`config.mk`:
```
export PLATFORM = sky130hd
export DESIGN_NAME = binary_arithmetic_encoder_top
export DESIGN_NICKNAME = d
export VERILOG_FILES = /design/src/rtl/core/bae_pkg.sv /design/src/rtl/core/binary_arithmetic_encoder_top.sv /design/src/rtl/core/bae_front.sv /design/src/rtl/core/bae_queue.sv /design/src/rtl/core/bae_back.sv
export SDC_FILE = /design/constraint.sdc
export NUM_CORES = 1
export LEC_CHECK = 0
export BUFFER_PORTS_ARGS = -buffer_cell sky130_fd_sc_hd__clkbuf_2
export CORE_MARGIN = 2
export CORE_UTILIZATION = 65
export DETAILED_ROUTE_END_ITERATION = 10
export PLACE_DENSITY = 0.81
export REMOVE_ABC_BUFFERS = 1
export SLEW_MARGIN = 20
export SYNTH_ARGS = -nofsm -noshare
export SYNTH_HDL_FRONTEND = slang
export SYNTH_SLANG_ARGS = --single-unit
```
`constraint.sdc`:
```
create_clock -name clock -period 15.11 [get_ports clock]
set_input_delay 0.7555 -clock clock [delete_from_list [all_inputs] [get_ports clock]]
set_output_delay 0.7555 -clock clock [all_outputs]
set_load 0.05 [all_outputs]
```
`src/rtl/core/bae_pkg.sv`:
```
// ----------------------------------------------------------------------------
// bae_pkg
// Shared types and constants for the carryless binary arithmetic encoder.
// ----------------------------------------------------------------------------
package bae_pkg;

   localparam int unsigned IntervalBits = 32;
   localparam int unsigned ByteBits     = 8;

   localparam logic [IntervalBits-1:0] LowReset  = 32'h0000_0000;
   localparam logic [IntervalBits-1:0] HighReset = 32'hFFFF_FFFF;
   localparam logic [ByteBits-1:0]     ByteFill  = 8'hFF;

   // Operation codes on req_operation
   localparam logic OpCodeBit = 1'b0;
   localparam logic OpFlush   = 1'b1;

   // One queued emission: up to four bytes taken MSB first from data.
   typedef struct packed {
      logic [IntervalBits-1:0] data;
      logic [1:0]              last_idx;   // index of final byte (count - 1)
   } job_type;

endpackage

```
`src/rtl/core/binary_arithmetic_encoder_top.sv`:
```
// ----------------------------------------------------------------------------
// binary_arithmetic_encoder_top
// Carryless binary arithmetic encoder with a 32-bit interval.
// ----------------------------------------------------------------------------
// Each req_ transfer either codes one bit under a PROB_BITS-wide probability
// of one (zero is taken as one) or, with req_operation set, flushes the four
// bytes of the low bound and restarts the interval. Bytes leave on the rsp_
// channel most significant first; rsp_last_of_run marks the final byte that
// one item caused, and a coded bit that settles no byte produces no transfer.
// Flow: a coded bit occupies the front end through accept and
// span-times-probability multiply, interval split, then normalize and
// enqueue; a flush skips the split. The front end holds req_stall high while
// it works, and its enqueue step waits there for as long as the job queue is
// full. The back end emits one byte per cycle from the queue while rsp_stall
// is low, so long byte runs stall the input only once QUEUE_DEPTH jobs are
// waiting. The 32 x PROB_BITS multiply is the widest path.
// ----------------------------------------------------------------------------
module binary_arithmetic_encoder_top #(
   parameter int unsigned PROB_BITS   = 12,
   parameter int unsigned QUEUE_DEPTH = 2
) (
   input  logic                 clock,
   input  logic                 reset,
   // item input
   input  logic                 req_valid,
   output logic                 req_stall,
   input  logic                 req_operation,
   input  logic                 req_coded_bit,
   input  logic [PROB_BITS-1:0] req_probability_one,
   // byte output
   output logic                 rsp_valid,
   input  logic                 rsp_stall,
   output logic [7:0]           rsp_out_byte,
   output logic                 rsp_last_of_run
);

   // front -> queue
   logic              push;
   bae_pkg::job_type  push_job;
   logic              queue_full;
   // queue -> back
   logic              pop;
   bae_pkg::job_type  head_job;
   logic              queue_empty;

   // Interval state, multiply and renormalization count
   bae_front #(
      .PROB_BITS (PROB_BITS)
   ) u_front (
      .clock               (clock),
      .reset               (reset),
      .req_valid           (req_valid),
      .req_stall           (req_stall),
      .req_operation       (req_operation),
      .req_coded_bit       (req_coded_bit),
      .req_probability_one (req_probability_one),
      .push                (push),
      .push_job            (push_job),
      .queue_full          (queue_full)
   );

   // Decouples the interval update from the output handshake
   bae_queue #(
      .DEPTH (QUEUE_DEPTH)
   ) u_queue (
      .clock    (clock),
      .reset    (reset),
      .push     (push),
      .push_job (push_job),
      .full     (queue_full),
      .pop      (pop),
      .head_job (head_job),
      .empty    (queue_empty)
   );

   // Byte serializer with registered output stage
   bae_back u_back (
      .clock           (clock),
      .reset           (reset),
      .head_job        (head_job),
      .empty           (queue_empty),
      .pop             (pop),
      .rsp_valid       (rsp_valid),
      .rsp_stall       (rsp_stall),
      .rsp_out_byte    (rsp_out_byte),
      .rsp_last_of_run (rsp_last_of_run)
   );

endmodule

```
`src/rtl/core/bae_front.sv`:
```
// ----------------------------------------------------------------------------
// bae_front
// Accepts items, updates the coding interval and queues settled bytes.
// ----------------------------------------------------------------------------
module bae_front #(
   parameter int unsigned PROB_BITS = 12
) (
   input  logic                    clock,
   input  logic                    reset,
   input  logic                    req_valid,
   output logic                    req_stall,
   input  logic                    req_operation,
   input  logic                    req_coded_bit,
   input  logic [PROB_BITS-1:0]    req_probability_one,
   output logic                    push,
   output bae_pkg::job_type        push_job,
   input  logic                    queue_full
);

   localparam int unsigned ProdBits = bae_pkg::IntervalBits + PROB_BITS;

   typedef enum logic [1:0] {
      ST_IDLE,
      ST_SPLIT,
      ST_NORM
   } state_type;

   state_type                          state_ff, state_in;
   logic [bae_pkg::IntervalBits-1:0]   low_ff, low_in;
   logic [bae_pkg::IntervalBits-1:0]   high_ff, high_in;
   logic [ProdBits-1:0]                product_ff, product_in;
   logic                               bit_ff, bit_in;
   logic                               flush_ff, flush_in;

   logic                               accept;
   logic [PROB_BITS-1:0]               prob_clamped;
   logic [bae_pkg::IntervalBits-1:0]   span;
   logic [bae_pkg::IntervalBits-1:0]   mid;
   logic [bae_pkg::IntervalBits-1:0]   diff;
   logic [2:0]                         settled;

   assign req_stall = (state_ff != ST_IDLE);
   assign accept    = req_valid && !req_stall;

   // Zero maps to one; the upper bound is already the field maximum.
   assign prob_clamped = (req_probability_one == '0) ? PROB_BITS'(1) : req_probability_one;
   assign span         = high_ff - low_ff;
   assign mid          = low_ff + product_ff[ProdBits-1:PROB_BITS];
   assign diff         = low_ff ^ high_ff;

   // Count of leading bytes on which low and high agree
   always_comb begin
      if (diff[31:24] != '0) begin
         settled = 3'd0;
      end else if (diff[23:16] != '0) begin
         settled = 3'd1;
      end else if (diff[15:8] != '0) begin
         settled = 3'd2;
      end else if (diff[7:0] != '0) begin
         settled = 3'd3;
      end else begin
         settled = 3'd4;
      end
   end

   always_comb begin
      state_in   = state_ff;
      low_in     = low_ff;
      high_in    = high_ff;
      product_in = product_ff;
      bit_in     = bit_ff;
      flush_in   = flush_ff;
      push       = 1'b0;
      push_job   = '{data: high_ff, last_idx: 2'(settled - 3'd1)};

      case (state_ff)
         ST_IDLE: begin
            if (accept) begin
               flush_in   = (req_operation == bae_pkg::OpFlush);
               bit_in     = req_coded_bit;
               product_in = ProdBits'(span) * ProdBits'(prob_clamped);
               state_in   = (req_operation == bae_pkg::OpFlush) ? ST_NORM : ST_SPLIT;
            end
         end
         ST_SPLIT: begin
            if (bit_ff) begin
               high_in = mid;
            end else begin
               low_in = mid + 32'd1;
            end
            state_in = ST_NORM;
         end
         ST_NORM: begin
            if (flush_ff) begin
               push_job = '{data: low_ff, last_idx: 2'd3};
               if (!queue_full) begin
                  push     = 1'b1;
                  low_in   = bae_pkg::LowReset;
                  high_in  = bae_pkg::HighReset;
                  state_in = ST_IDLE;
               end
            end else if (settled == 3'd0) begin
               state_in = ST_IDLE;
            end else if (!queue_full) begin
               push     = 1'b1;
               state_in = ST_IDLE;
               case (settled)
                  3'd1: begin
                     low_in  = {low_ff[23:0], 8'h00};
                     high_in = {high_ff[23:0], bae_pkg::ByteFill};
                  end
                  3'd2: begin
                     low_in  = {low_ff[15:0], 16'h0000};
                     high_in = {high_ff[15:0], {2{bae_pkg::ByteFill}}};
                  end
                  3'd3: begin
                     low_in  = {low_ff[7:0], 24'h000000};
                     high_in = {high_ff[7:0], {3{bae_pkg::ByteFill}}};
                  end
                  default: begin
                     low_in  = bae_pkg::LowReset;
                     high_in = bae_pkg::HighReset;
                  end
               endcase
            end
         end
         default: begin
            state_in = ST_IDLE;
         end
      endcase
   end

   always_ff @(posedge clock) begin
      if (reset) begin
         state_ff <= ST_IDLE;
         low_ff   <= bae_pkg::LowReset;
         high_ff  <= bae_pkg::HighReset;
      end else begin
         state_ff   <= state_in;
         low_ff     <= low_in;
         high_ff    <= high_in;
         product_ff <= product_in;
         bit_ff     <= bit_in;
         flush_ff   <= flush_in;
      end
   end

endmodule

```
`src/rtl/core/bae_queue.sv`:
```
// ----------------------------------------------------------------------------
// bae_queue
// Small FIFO of byte jobs between the interval front and the byte emitter.
// ----------------------------------------------------------------------------
module bae_queue #(
   parameter int unsigned DEPTH = 2
) (
   input  logic              clock,
   input  logic              reset,
   input  logic              push,
   input  bae_pkg::job_type  push_job,
   output logic              full,
   input  logic              pop,
   output bae_pkg::job_type  head_job,
   output logic              empty
);

   localparam int unsigned PtrBits = (DEPTH > 1) ? $clog2(DEPTH) : 1;
   localparam int unsigned CntBits = $clog2(DEPTH + 1);

   bae_pkg::job_type    entry_ff [DEPTH];
   logic [PtrBits-1:0]  wr_ptr_ff, wr_ptr_in;
   logic [PtrBits-1:0]  rd_ptr_ff, rd_ptr_in;
   logic [CntBits-1:0]  count_ff, count_in;

   assign full     = (count_ff == CntBits'(DEPTH));
   assign empty    = (count_ff == '0);
   assign head_job = entry_ff[rd_ptr_ff];

   always_comb begin
      wr_ptr_in = wr_ptr_ff;
      rd_ptr_in = rd_ptr_ff;
      count_in  = count_ff;
      if (push) begin
         wr_ptr_in = (wr_ptr_ff == PtrBits'(DEPTH - 1)) ? '0 : wr_ptr_ff + PtrBits'(1);
      end
      if (pop) begin
         rd_ptr_in = (rd_ptr_ff == PtrBits'(DEPTH - 1)) ? '0 : rd_ptr_ff + PtrBits'(1);
      end
      if (push && !pop) begin
         count_in = count_ff + CntBits'(1);
      end else if (pop && !push) begin
         count_in = count_ff - CntBits'(1);
      end
   end

   always_ff @(posedge clock) begin
      if (reset) begin
         wr_ptr_ff <= '0;
         rd_ptr_ff <= '0;
         count_ff  <= '0;
      end else begin
         wr_ptr_ff <= wr_ptr_in;
         rd_ptr_ff <= rd_ptr_in;
         count_ff  <= count_in;
      end
   end

   always_ff @(posedge clock) begin
      if (push) begin
         entry_ff[wr_ptr_ff] <= push_job;
      end
   end

endmodule

```
`src/rtl/core/bae_back.sv`:
```
// ----------------------------------------------------------------------------
// bae_back
// Splits queued jobs into bytes and drives the registered result channel.
// ----------------------------------------------------------------------------
module bae_back (
   input  logic              clock,
   input  logic              reset,
   input  bae_pkg::job_type  head_job,
   input  logic              empty,
   output logic              pop,
   output logic              rsp_valid,
   input  logic              rsp_stall,
   output logic [7:0]        rsp_out_byte,
   output logic              rsp_last_of_run
);

   logic [1:0]  idx_ff, idx_in;
   logic        valid_ff, valid_in;
   logic [7:0]  byte_ff, byte_in;
   logic        last_ff, last_in;
   logic        load;
   logic [7:0]  sel_byte;
   logic        sel_last;

   assign load     = !empty && (!valid_ff || !rsp_stall);
   assign sel_last = (idx_ff == head_job.last_idx);
   assign pop      = load && sel_last;

   always_comb begin
      case (idx_ff)
         2'd0:    sel_byte = head_job.data[31:24];
         2'd1:    sel_byte = head_job.data[23:16];
         2'd2:    sel_byte = head_job.data[15:8];
         default: sel_byte = head_job.data[7:0];
      endcase
   end

   always_comb begin
      idx_in   = idx_ff;
      valid_in = valid_ff;
      byte_in  = byte_ff;
      last_in  = last_ff;
      if (load) begin
         valid_in = 1'b1;
         byte_in  = sel_byte;
         last_in  = sel_last;
         idx_in   = sel_last ? 2'd0 : idx_ff + 2'd1;
      end else if (!rsp_stall) begin
         valid_in = 1'b0;
      end
   end

   always_ff @(posedge clock) begin
      if (reset) begin
         idx_ff   <= 2'd0;
         valid_ff <= 1'b0;
      end else begin
         idx_ff   <= idx_in;
         valid_ff <= valid_in;
         byte_ff  <= byte_in;
         last_ff  <= last_in;
      end
   end

   assign rsp_valid       = valid_ff;
   assign rsp_out_byte    = byte_ff;
   assign rsp_last_of_run = last_ff;

endmodule

```
---- Word-level counts from Yosys, hierarchy flattened ----
Memory sizes are Yosys's and may differ from the RTL's. A register that Yosys moved wholly into a read port is not among the register bits.
Index checks and enable logic that the tools add are counted.
Widths: inputs -> output; s select.
word-level totals
  flip-flop bits (word level) ............. 128
  output and inout port bits .............. 11
  memories ................................ 1
  memory bits (writable) .................. 68
  word-level logic and storage cells ...... 112
  bits of input ports ..................... 18
memories
  name              words  width  rd ports  clocked after memory_dff  write ports  RTL line         text
  u_queue.entry_ff  2      34     1         1                         1            bae_queue.sv:21  bae_pkg::job_type entry_ff [DEPTH];
cells by class
  reductions and logical operators ........ 28
  $mul .................................... 1
  eq/ne operators ......................... 15
  $add $sub $neg .......................... 9
  multiplexer cells ....................... 43
  bitwise logic cells ..................... 2
operator list
  operator               count
  $mux 32                10
  $pmux 32 s3            2
  $pmux 32 s2            2
  $mux 34                2
  $mul 32x12->44         1
  $add 32x1->32 const B  1
  $add 32x32->32         1
  $reduce_bool 8->1      4
  $sub 32x32->32         1
  $xor 32x32->32         1
  $pmux 8 s3             1
  $mux 2                 8
  $logic_not 12->1       1
  $mux 1                 12
  $mux 12                1
  $mux 3                 4
  $reduce_and 4->1       2
  $eq 2x2->1 const B     3
  $eq 3x2->1 const B     2
  $logic_not 1->1        6
  $logic_not 2->1        3
  $ne 2x1->1 const B     3
  $pmux 2 s3             1
  $reduce_bool 2->1      3
  14 further kinds       23

---- Logic depth before layout (Yosys ltp) ----
Gate-level depths: netlist (run 1).
  word-level depth ........................ 14
  depth in mapped cells ................... 35
  gate-level depth less buffers ........... 34

---- Hierarchy ----
From an unflattened synthesis (run 1), not the netlist that was laid out.
unflattened totals
  cells, all modules ...................... 2,756
  area, all modules ....................... 24,358.4 µm²
by module, submodules not included
  module     times used  cells each  area each (µm²)  sequential area each (µm²)
  bae_front  1           2,568       21,016.4         2,342.2
  bae_queue  1           128         2,660.1          2,142.1
  bae_back   1           60          681.9            330.3

---- Worst setup path after synthesis (run 1) ----
OpenSTA, ideal clock, no wires.
  kind .................................... flip-flop to flip-flop
  start ................................... register u_front.high_ff[0] in the netlist's numbering
  end ..................................... register u_front.product_ff[40] (data pin)
  required time ........................... 14.852 ns
  library setup time ...................... 0.258 ns
  path slack .............................. 6.832 ns
  stages on the path, launching flop included .. 34
  path buffers ............................ 1
  data arrival time ....................... 8.020 ns
  cell sequence ........................... dfxtp_1 inv_1 ha_1 fa_1 nor2b_1 o21ai_0 a21boi_0 o21ai_0 a2111oi_0 o21bai_1 nand2_1 a21oi_1 o311ai_0 clkbuf_1 nand2_1 fa_1 inv_1 fa_1 fa_1 fa_1 inv_1 fa_1 inv_1 ha_1 a21o_1 a21o_1 a21o_1 a21o_1 a221o_1 a221o_1 a31oi_1 o21bai_1 a21oi_1 xnor2_1
between the ends
  longest elaborated chain between the ends .. 2
ends and longest elaborated chain
  element                 RTL line          text
  start, declared         bae_front.sv:30   logic [bae_pkg::IntervalBits-1:0] high_ff, high_in;
  start signal, assigned  bae_front.sv:137  high_ff <= bae_pkg::HighReset;
  start signal, assigned  bae_front.sv:141  high_ff <= high_in;
  $sub 32x32->32          bae_front.sv:47   assign span = high_ff - low_ff;
  $mul 32x12->44          bae_front.sv:81   product_in = ProdBits'(span) * ProdBits'(prob_clamped);
  end signal, assigned    bae_front.sv:142  product_ff <= product_in;
  end, declared           bae_front.sv:31   logic [ProdBits-1:0] product_ff, product_in;
Every way passes these cells.
A chain may end at the register's enable or synchronous reset.

---- Worst setup path in the final report (run 1) ----
Same ends and word-level chain as after synthesis.

==> impl_metrics.json, run 1 <==
{
  "run_status": "complete, no violations",
  "timing.critical_path.buf_inv": 5,
  "worst_skew_pair_latency_ns": 0.44,
  "syn-instance-count": 2618,
  "netlist.area_leader.share": 0.2563,
  "gp_congestion": 1.003,
  "post_cts_resized": 0,
  "wire_length_of_the_first_global_routing_pass_um": 106100,
  "first_pass_iters": 7,
  "floorplan.die.height_um": 194.2,
  "synth-edff-count": 111,
  "cpLargestDelayFamily": "adder cells",
  "timing.final.max_slew_violations": 0,
  "timing.hold.worst.class": "input port to register",
  "netlist_top_cells_count": "sky130_fd_sc_hd__inv_1 (392), sky130_fd_sc_hd__nand2_1 (357), sky130_fd_sc_hd__fa_1 (301)",
  "detail_route.wl_per_cell_um": 22.02,
  "n_fill_cell": 2802,
  "cts_tree": "done",
  "post-route-min-period_ns": 9.559,
  "cts_root_buffer": "sky130_fd_sc_hd__clkbuf_16",
  "grt_pass1_vias": 19590,
  "timing.final.hold_violations": 0,
  "antenna_cells_inserted": 0,
  "worstMarginPinSlew_ns": 1.202,
  "clockBufferDepth": 2,
  "synthMostInstantiatedCell": "sky130_fd_sc_hd__inv_1",
  "cts_max_level": 4,
  "end_kind": "register",
  "worst_clock_skew_ns": 0.01579,
  "post_synth_instance_area_um2": 23510,
  "worst-setup-path-type": "register to register",
  "avgSynthCellArea_um2": 8.981,
  "final_cell_area_um2": 24670,
  "setup_tns_ns": 0,
  "worst_path_max_delay_cell": "sky130_fd_sc_hd__xnor2_1",
  "grt_start_max_net_pins": 81,
  "synthArstFlopShare": 0,
  "area_contributors_post_synth": "sky130_fd_sc_hd__fa_1 (26%), sky130_fd_sc_hd__edfxtp_1 (14%), sky130_fd_sc_hd__ha_1 (8.2%)",
  "cts.hold.buffers_added": 0,
  "postLayoutCoreUtil": 0.6937,
  "holdWs_ns": 0.4947,
  "layout_worst_path_cycle_share": 0.6327,
  "pin_count": 29,
  "synthFlopType": "sky130_fd_sc_hd__edfxtp_1",
  "number_of_sinks_on_the_clock_net": 185,
  "dr_total_vias": 19390,
  "critPathRequiredTime_ns": 15.31,
  "dpl_cell_area_um2": 24010,
  "hpwl_after_detailed_placement_um": 51930,
  "final_nets": 3036,
  "max-cap-violations": 0,
  "start_util": 0.6610,
  "relSlewSlack": 0.1975,
  "crit_path_frequent_cell": "sky130_fd_sc_hd__fa_1",
  "drc": 0,
  "worst_path_largest_cell_delay_ns": 0.89,
  "antenna_found_initial": 1,
  "gr-usage-all-layers": 0.3583,
  "die_area_um2": 37710,
  "rsz0062_at_grt": "false",
  "vias_per_std_cell": 6.383,
  "share_of_post_route_cells_with_drive_strength_above_1": 0.06095,
  "timing.critical_path.arrival_ns": 9.75,
  "route.final.wire_length_um": 66860,
  "kind_of_start_point_of_the_critical_path": "register",
  "io_buffers": 28,
  "cell_taking_the_most_area_after_synthesis": "sky130_fd_sc_hd__fa_1",
  "cts_post_setup_buffers_inserted": 0,
  "synth.yosys.seq_area_share": 0.2048,
  "yosysUniqueCellTypes": 96,
  "ant_nets": 0,
  "drtIter0Drc": 2236,
  "setup.reg_to_reg.worst_slack_ns": 5.55,
  "gr-total-overflow": 0,
  "max_clock_freq_mhz": 104.6,
  "timing.critical_path.fanout_max": 12,
  "flow.area_growth_from_synthesis_pct": 4.944,
  "die_x_um": 194.2,
  "clk_pin_slew_ns": 0.09,
  "placeableCoreArea_um2": 35570,
  "total_of_endpoints_with_negative_setup_slack_in_the_final_report": 0,
  "synthesis.yosys.warnings": 0,
  "tritoncts.num_buffers": 17,
  "rows": 69,
  "postSynthRegisterBits": 185
}
[routing by layer]
metal  track usage  vias to the layer above  wire [um]
met5             0                        -          0
met4        0.1529                        0       2883
met3       0.04905                      211       5601
met2        0.5919                     1036      31910
met1        0.4765                     9533      26470
li1              -                     8606          -
[cells in the final DEF (no fill, tap or decap), types with 6 or more instances in the layout]
cell type / synthesis / routed
sky130_fd_sc_hd__and3_1: 27 / 27
sky130_fd_sc_hd__o211ai_1: 8 / 8
sky130_fd_sc_hd__nand4_1: 17 / 17
sky130_fd_sc_hd__or3_1: 10 / 10
sky130_fd_sc_hd__nand2b_1: 22 / 22
sky130_fd_sc_hd__nor4_1: 7 / 7
sky130_fd_sc_hd__nand2_1: 357 / 356
sky130_fd_sc_hd__clkbuf_16: 0 / 17
sky130_fd_sc_hd__a31oi_1: 11 / 11
sky130_fd_sc_hd__and4_1: 8 / 8
sky130_fd_sc_hd__a221o_1: 6 / 6
sky130_fd_sc_hd__nand3_1: 35 / 34
sky130_fd_sc_hd__o21ai_1: 6 / 6
sky130_fd_sc_hd__a211o_1: 20 / 20
sky130_fd_sc_hd__xnor2_1: 71 / 68
sky130_fd_sc_hd__a221oi_1: 22 / 22
sky130_fd_sc_hd__dfxtp_1: 74 / 74
sky130_fd_sc_hd__edfxtp_1: 111 / 111
sky130_fd_sc_hd__nand3b_1: 10 / 10
sky130_fd_sc_hd__a211oi_1: 24 / 24
sky130_fd_sc_hd__mux2i_1: 9 / 9
sky130_fd_sc_hd__fa_1: 301 / 301
sky130_fd_sc_hd__buf_4: 1 / 43
sky130_fd_sc_hd__inv_1: 392 / 392
sky130_fd_sc_hd__a21o_1: 56 / 56
sky130_fd_sc_hd__a222oi_1: 32 / 32
sky130_fd_sc_hd__o21ai_0: 97 / 97
sky130_fd_sc_hd__o21bai_1: 25 / 25
sky130_fd_sc_hd__xor2_1: 30 / 29
sky130_fd_sc_hd__o21a_1: 12 / 12
sky130_fd_sc_hd__mux4_2: 8 / 8
sky130_fd_sc_hd__nor3_1: 48 / 48
sky130_fd_sc_hd__a21oi_1: 115 / 115
sky130_fd_sc_hd__and2_1: 104 / 104
sky130_fd_sc_hd__ha_1: 154 / 154
sky130_fd_sc_hd__nor2b_1: 20 / 19
sky130_fd_sc_hd__nor2_1: 117 / 116
sky130_fd_sc_hd__clkbuf_2: 0 / 28
sky130_fd_sc_hd__o22ai_1: 7 / 7
[worst paths after layout]
kind / from / to / cells past startpoint
hold / removal: req_coded_bit / u_front.bit_ff / 1
setup reg to reg: u_front.high_ff[0] / u_front.product_ff[40] / 33
hold reg to reg: u_back.rsp_valid / u_back.rsp_valid / 2
setup / recovery: u_front.high_ff[0] / u_front.product_ff[40] / 33
[final cells by class]
class / instances / area, um^2 / share of cell area
Multi-Input combinational cell: 1896 / 16710 / 0.6774
Sequential cell: 185 / 4815 / 0.1951
Inverter: 392 / 1471 / 0.05963
Tap cell: 461 / 576.8 / 0.02338
Timing Repair Buffer: 71 / 462.9 / 0.01876
Clock buffer: 17 / 425.4 / 0.01724
Clock inverter: 15 / 209.0 / 0.008468
[state kept, by name, summed over array words and instances, names as in the netlist, named ones only]
name / count
u_queue.entry_ff: 68
u_front.high_ff: 32
u_front.low_ff: 32
u_front.product_ff: 32
u_back.rsp_out_byte: 8
u_back.idx_ff: 2
u_front.state_ff: 2
u_queue.count_ff: 2
u_back.rsp_last_of_run: 1
u_back.rsp_valid: 1
u_front.bit_ff: 1
u_front.flush_ff: 1
u_queue.rd_ptr_ff: 1
u_queue.wr_ptr_ff: 1
[per-stage QoR]
step	std cells	setup slack, ns
2_1_floorplan	2473	6.321
3_3_place_gp	3005	6.023
3_5_place_dp	3005	5.671
4_1_cts	3037	5.628
5_1_grt	3037	4.964
6_report	3037	5.551
[logic make-up (layout without fill, tap and decap cells)]
kind of cell | after synthesis | count (layout) | synth area share
buf+inv | 537 | 495 | 0.08637
compound gates | 502 | 502 | 0.1482
simple gates | 814 | 814 | 0.1679
xor+xnor | 106 | 106 | 0.04204
mux | 19 | 19 | 0.01245
fa+ha+maj | 455 | 455 | 0.3382
flops | 185 | 185 | 0.2048
Power of run 1 is left out: the tool's default activity adds up to more than one toggle a clock period on the data nets, which glitch-free logic cannot reach.
==> run 2, diff against run 1 <==
clock period = 8.9 ns   (was 15.11 ns; I/O delays follow)
==> run 2 against run 1 <==
Net effect:
- flip-flop and latch count is the same
- worst setup slack lost 5.3 ns
- sequential share of layout area shrank 0.18 points
- hold slack lost 0.31 ns
- via count grew 2.3%
- critical path depth shrank 2
- register-to-register slack lost 5.3 ns
==> impl_metrics.json, run 2 (synthesis gave the netlist of run 1 again) <==
{
  "worst_path_largest_cell_delay_ns": 0.55,
  "tritoncts.num_buffers": 17,
  "worst_skew_pair_latency_ns": 0.44,
  "max_clock_freq_mhz": 115.6,
  "largest_register_by_flop_count": "u_queue.entry_ff",
  "die_area_um2": 37710,
  "share_of_post_route_cells_with_drive_strength_above_1": 0.07329,
  "worst_clock_skew_ns": 0.01624,
  "hpwl_after_detailed_placement_um": 51820,
  "timing.critical_path.fanout_max": 12,
  "mostFrequentLayoutCells": "sky130_fd_sc_hd__inv_1 (392), sky130_fd_sc_hd__nand2_1 (357), sky130_fd_sc_hd__fa_1 (301)",
  "final_cell_count_no_fill": 3067,
  "io_buffers": 28,
  "vias_per_std_cell": 6.465,
  "clockBufferDepth": 2,
  "end_kind": "register",
  "start_util": 0.6610,
  "gr-usage-all-layers": 0.3597,
  "run_status": "complete, no violations",
  "post-route-min-period_ns": 8.654,
  "clk_pin_slew_ns": 0.09,
  "largest_register_ff_count": 68,
  "total_of_endpoints_with_negative_setup_slack_in_the_final_report": 0,
  "rows": 69,
  "postLayoutCoreUtil": 0.7002,
  "grt_pass1_vias": 20110,
  "holdWs_ns": 0.1817,
  "timing.critical_path.arrival_ns": 8.85,
  "worst_path_max_delay_cell": "sky130_fd_sc_hd__fa_1",
  "placeableCoreArea_um2": 35570,
  "setup.reg_to_reg.worst_slack_ns": 0.25,
  "dr_total_vias": 19830,
  "wire_length_of_the_first_global_routing_pass_um": 107600,
  "detail_route.wl_per_cell_um": 21.79,
  "n_fill_cell": 2753,
  "setup_tns_ns": 0,
  "timing.hold.worst.class": "input port to register",
  "grt_start_max_net_pins": 81,
  "gp_congestion": 1.053,
  "cts_max_level": 4,
  "die_x_um": 194.2,
  "mostFrequentLayoutCell": "sky130_fd_sc_hd__inv_1",
  "number_of_sinks_on_the_clock_net": 185,
  "critPathRequiredTime_ns": 9.10,
  "pin_count": 29,
  "final_nets": 3066,
  "drc": 0,
  "max-cap-violations": 0,
  "gr-total-overflow": 0,
  "worst-setup-path-type": "register to register",
  "placed_cells": 3032,
  "route.final.wire_length_um": 66840,
  "seq_area_um2": 4816,
  "multiInputGateArea_um2": 16730,
  "cts_root_buffer": "sky130_fd_sc_hd__clkbuf_16",
  "kind_of_start_point_of_the_critical_path": "register",
  "worstMarginPinSlew_ns": 1.186,
  "flow.area_growth_from_synthesis_pct": 5.928,
  "timing.final.max_slew_violations": 0,
  "cts_tree": "done",
  "relSlewSlack": 0.2091,
  "layout_worst_path_cycle_share": 0.9723,
  "antenna_cells_inserted": 0,
  "timing.final.hold_violations": 0,
  "ant_nets": 0,
  "first_pass_iters": 9,
  "antenna_found_initial": 0,
  "drtIter0Drc": 2198,
  "floorplan.die.height_um": 194.2
}
## run 2: changes by cell type in the layout (fill, tap and decap cells not counted), moves of 2 or more
| cell | change |
|---|---|
| sky130_fd_sc_hd__buf_4 | +29 |
| sky130_fd_sc_hd__clkinv_8 | +2 |
| sky130_fd_sc_hd__inv_12 | -3 |
| sky130_fd_sc_hd__o21ai_0 | -3 |
| sky130_fd_sc_hd__o21ai_1 | +2 |
## run 2: repair_timing
action / 4_1_cts / 5_1_grt
hold buffers: 0 / 0
endpoints found under the setup margin: 0 / 12
resized for setup: 0 / 14
hold endpoints to repair: 0 / 0
setup buffers: 0 / 2
## run 2: layout make-up
| type | instances | area share |
|---|---|---|
| Clock buffer | 17 | 0.01708 |
| Timing Repair Buffer | 101 | 0.02813 |
| Sequential cell | 185 | 0.1934 |
| Inverter | 392 | 0.05908 |
| Tap cell | 461 | 0.02316 |
| Clock inverter | 15 | 0.007586 |
| Multi-Input combinational cell | 1896 | 0.6716 |
## run 2: per-stage QoR
stage / worst slack (ns) / cell area, um^2
2_1_floorplan: 0.1108 / 22950
3_3_place_gp: 0.4348 / 24210
3_5_place_dp: 0.1631 / 24210
4_1_cts: 0.1434 / 24830
5_1_grt: -0.03473 / 24910
6_report: 0.2464 / 24910
## run 2: worst paths after layout
kind	startpoint	endpoint	depth (start not counted)
max	u_front.low_ff[12]	u_front.product_ff[40]	31
min	req_coded_bit	u_front.bit_ff	1
max reg2reg	u_front.low_ff[12]	u_front.product_ff[40]	31
min reg2reg	u_back.rsp_valid	u_back.rsp_valid	2
## run 2: metal layers
layer / share of wire / routed length (um) / GRT usage / vias to the layer above
met5: 0 / 0 / 0 / -
met4: 0.049 / 3278 / 0.1599 / 0
met2: 0.48 / 31990 / 0.5965 / 1177
met1: 0.38 / 25360 / 0.4735 / 9731
li1: - / - / - / 8676
met3: 0.093 / 6207 / 0.04975 / 243
## run 2: worst max-delay path: cells and delay by family, from the launching register on
| kind | cells | cell delay [ns] |
|---|---|---|
| compound gates | 16 | 3.78 |
| xor+xnor | 1 | 0.10 |
| fa+ha+maj | 7 | 3.22 |
| buf+inv | 5 | 0.58 |
| flops | 1 | 0.47 |
| simple gates | 2 | 0.28 |
Power of run 2 is left out for the same reason.
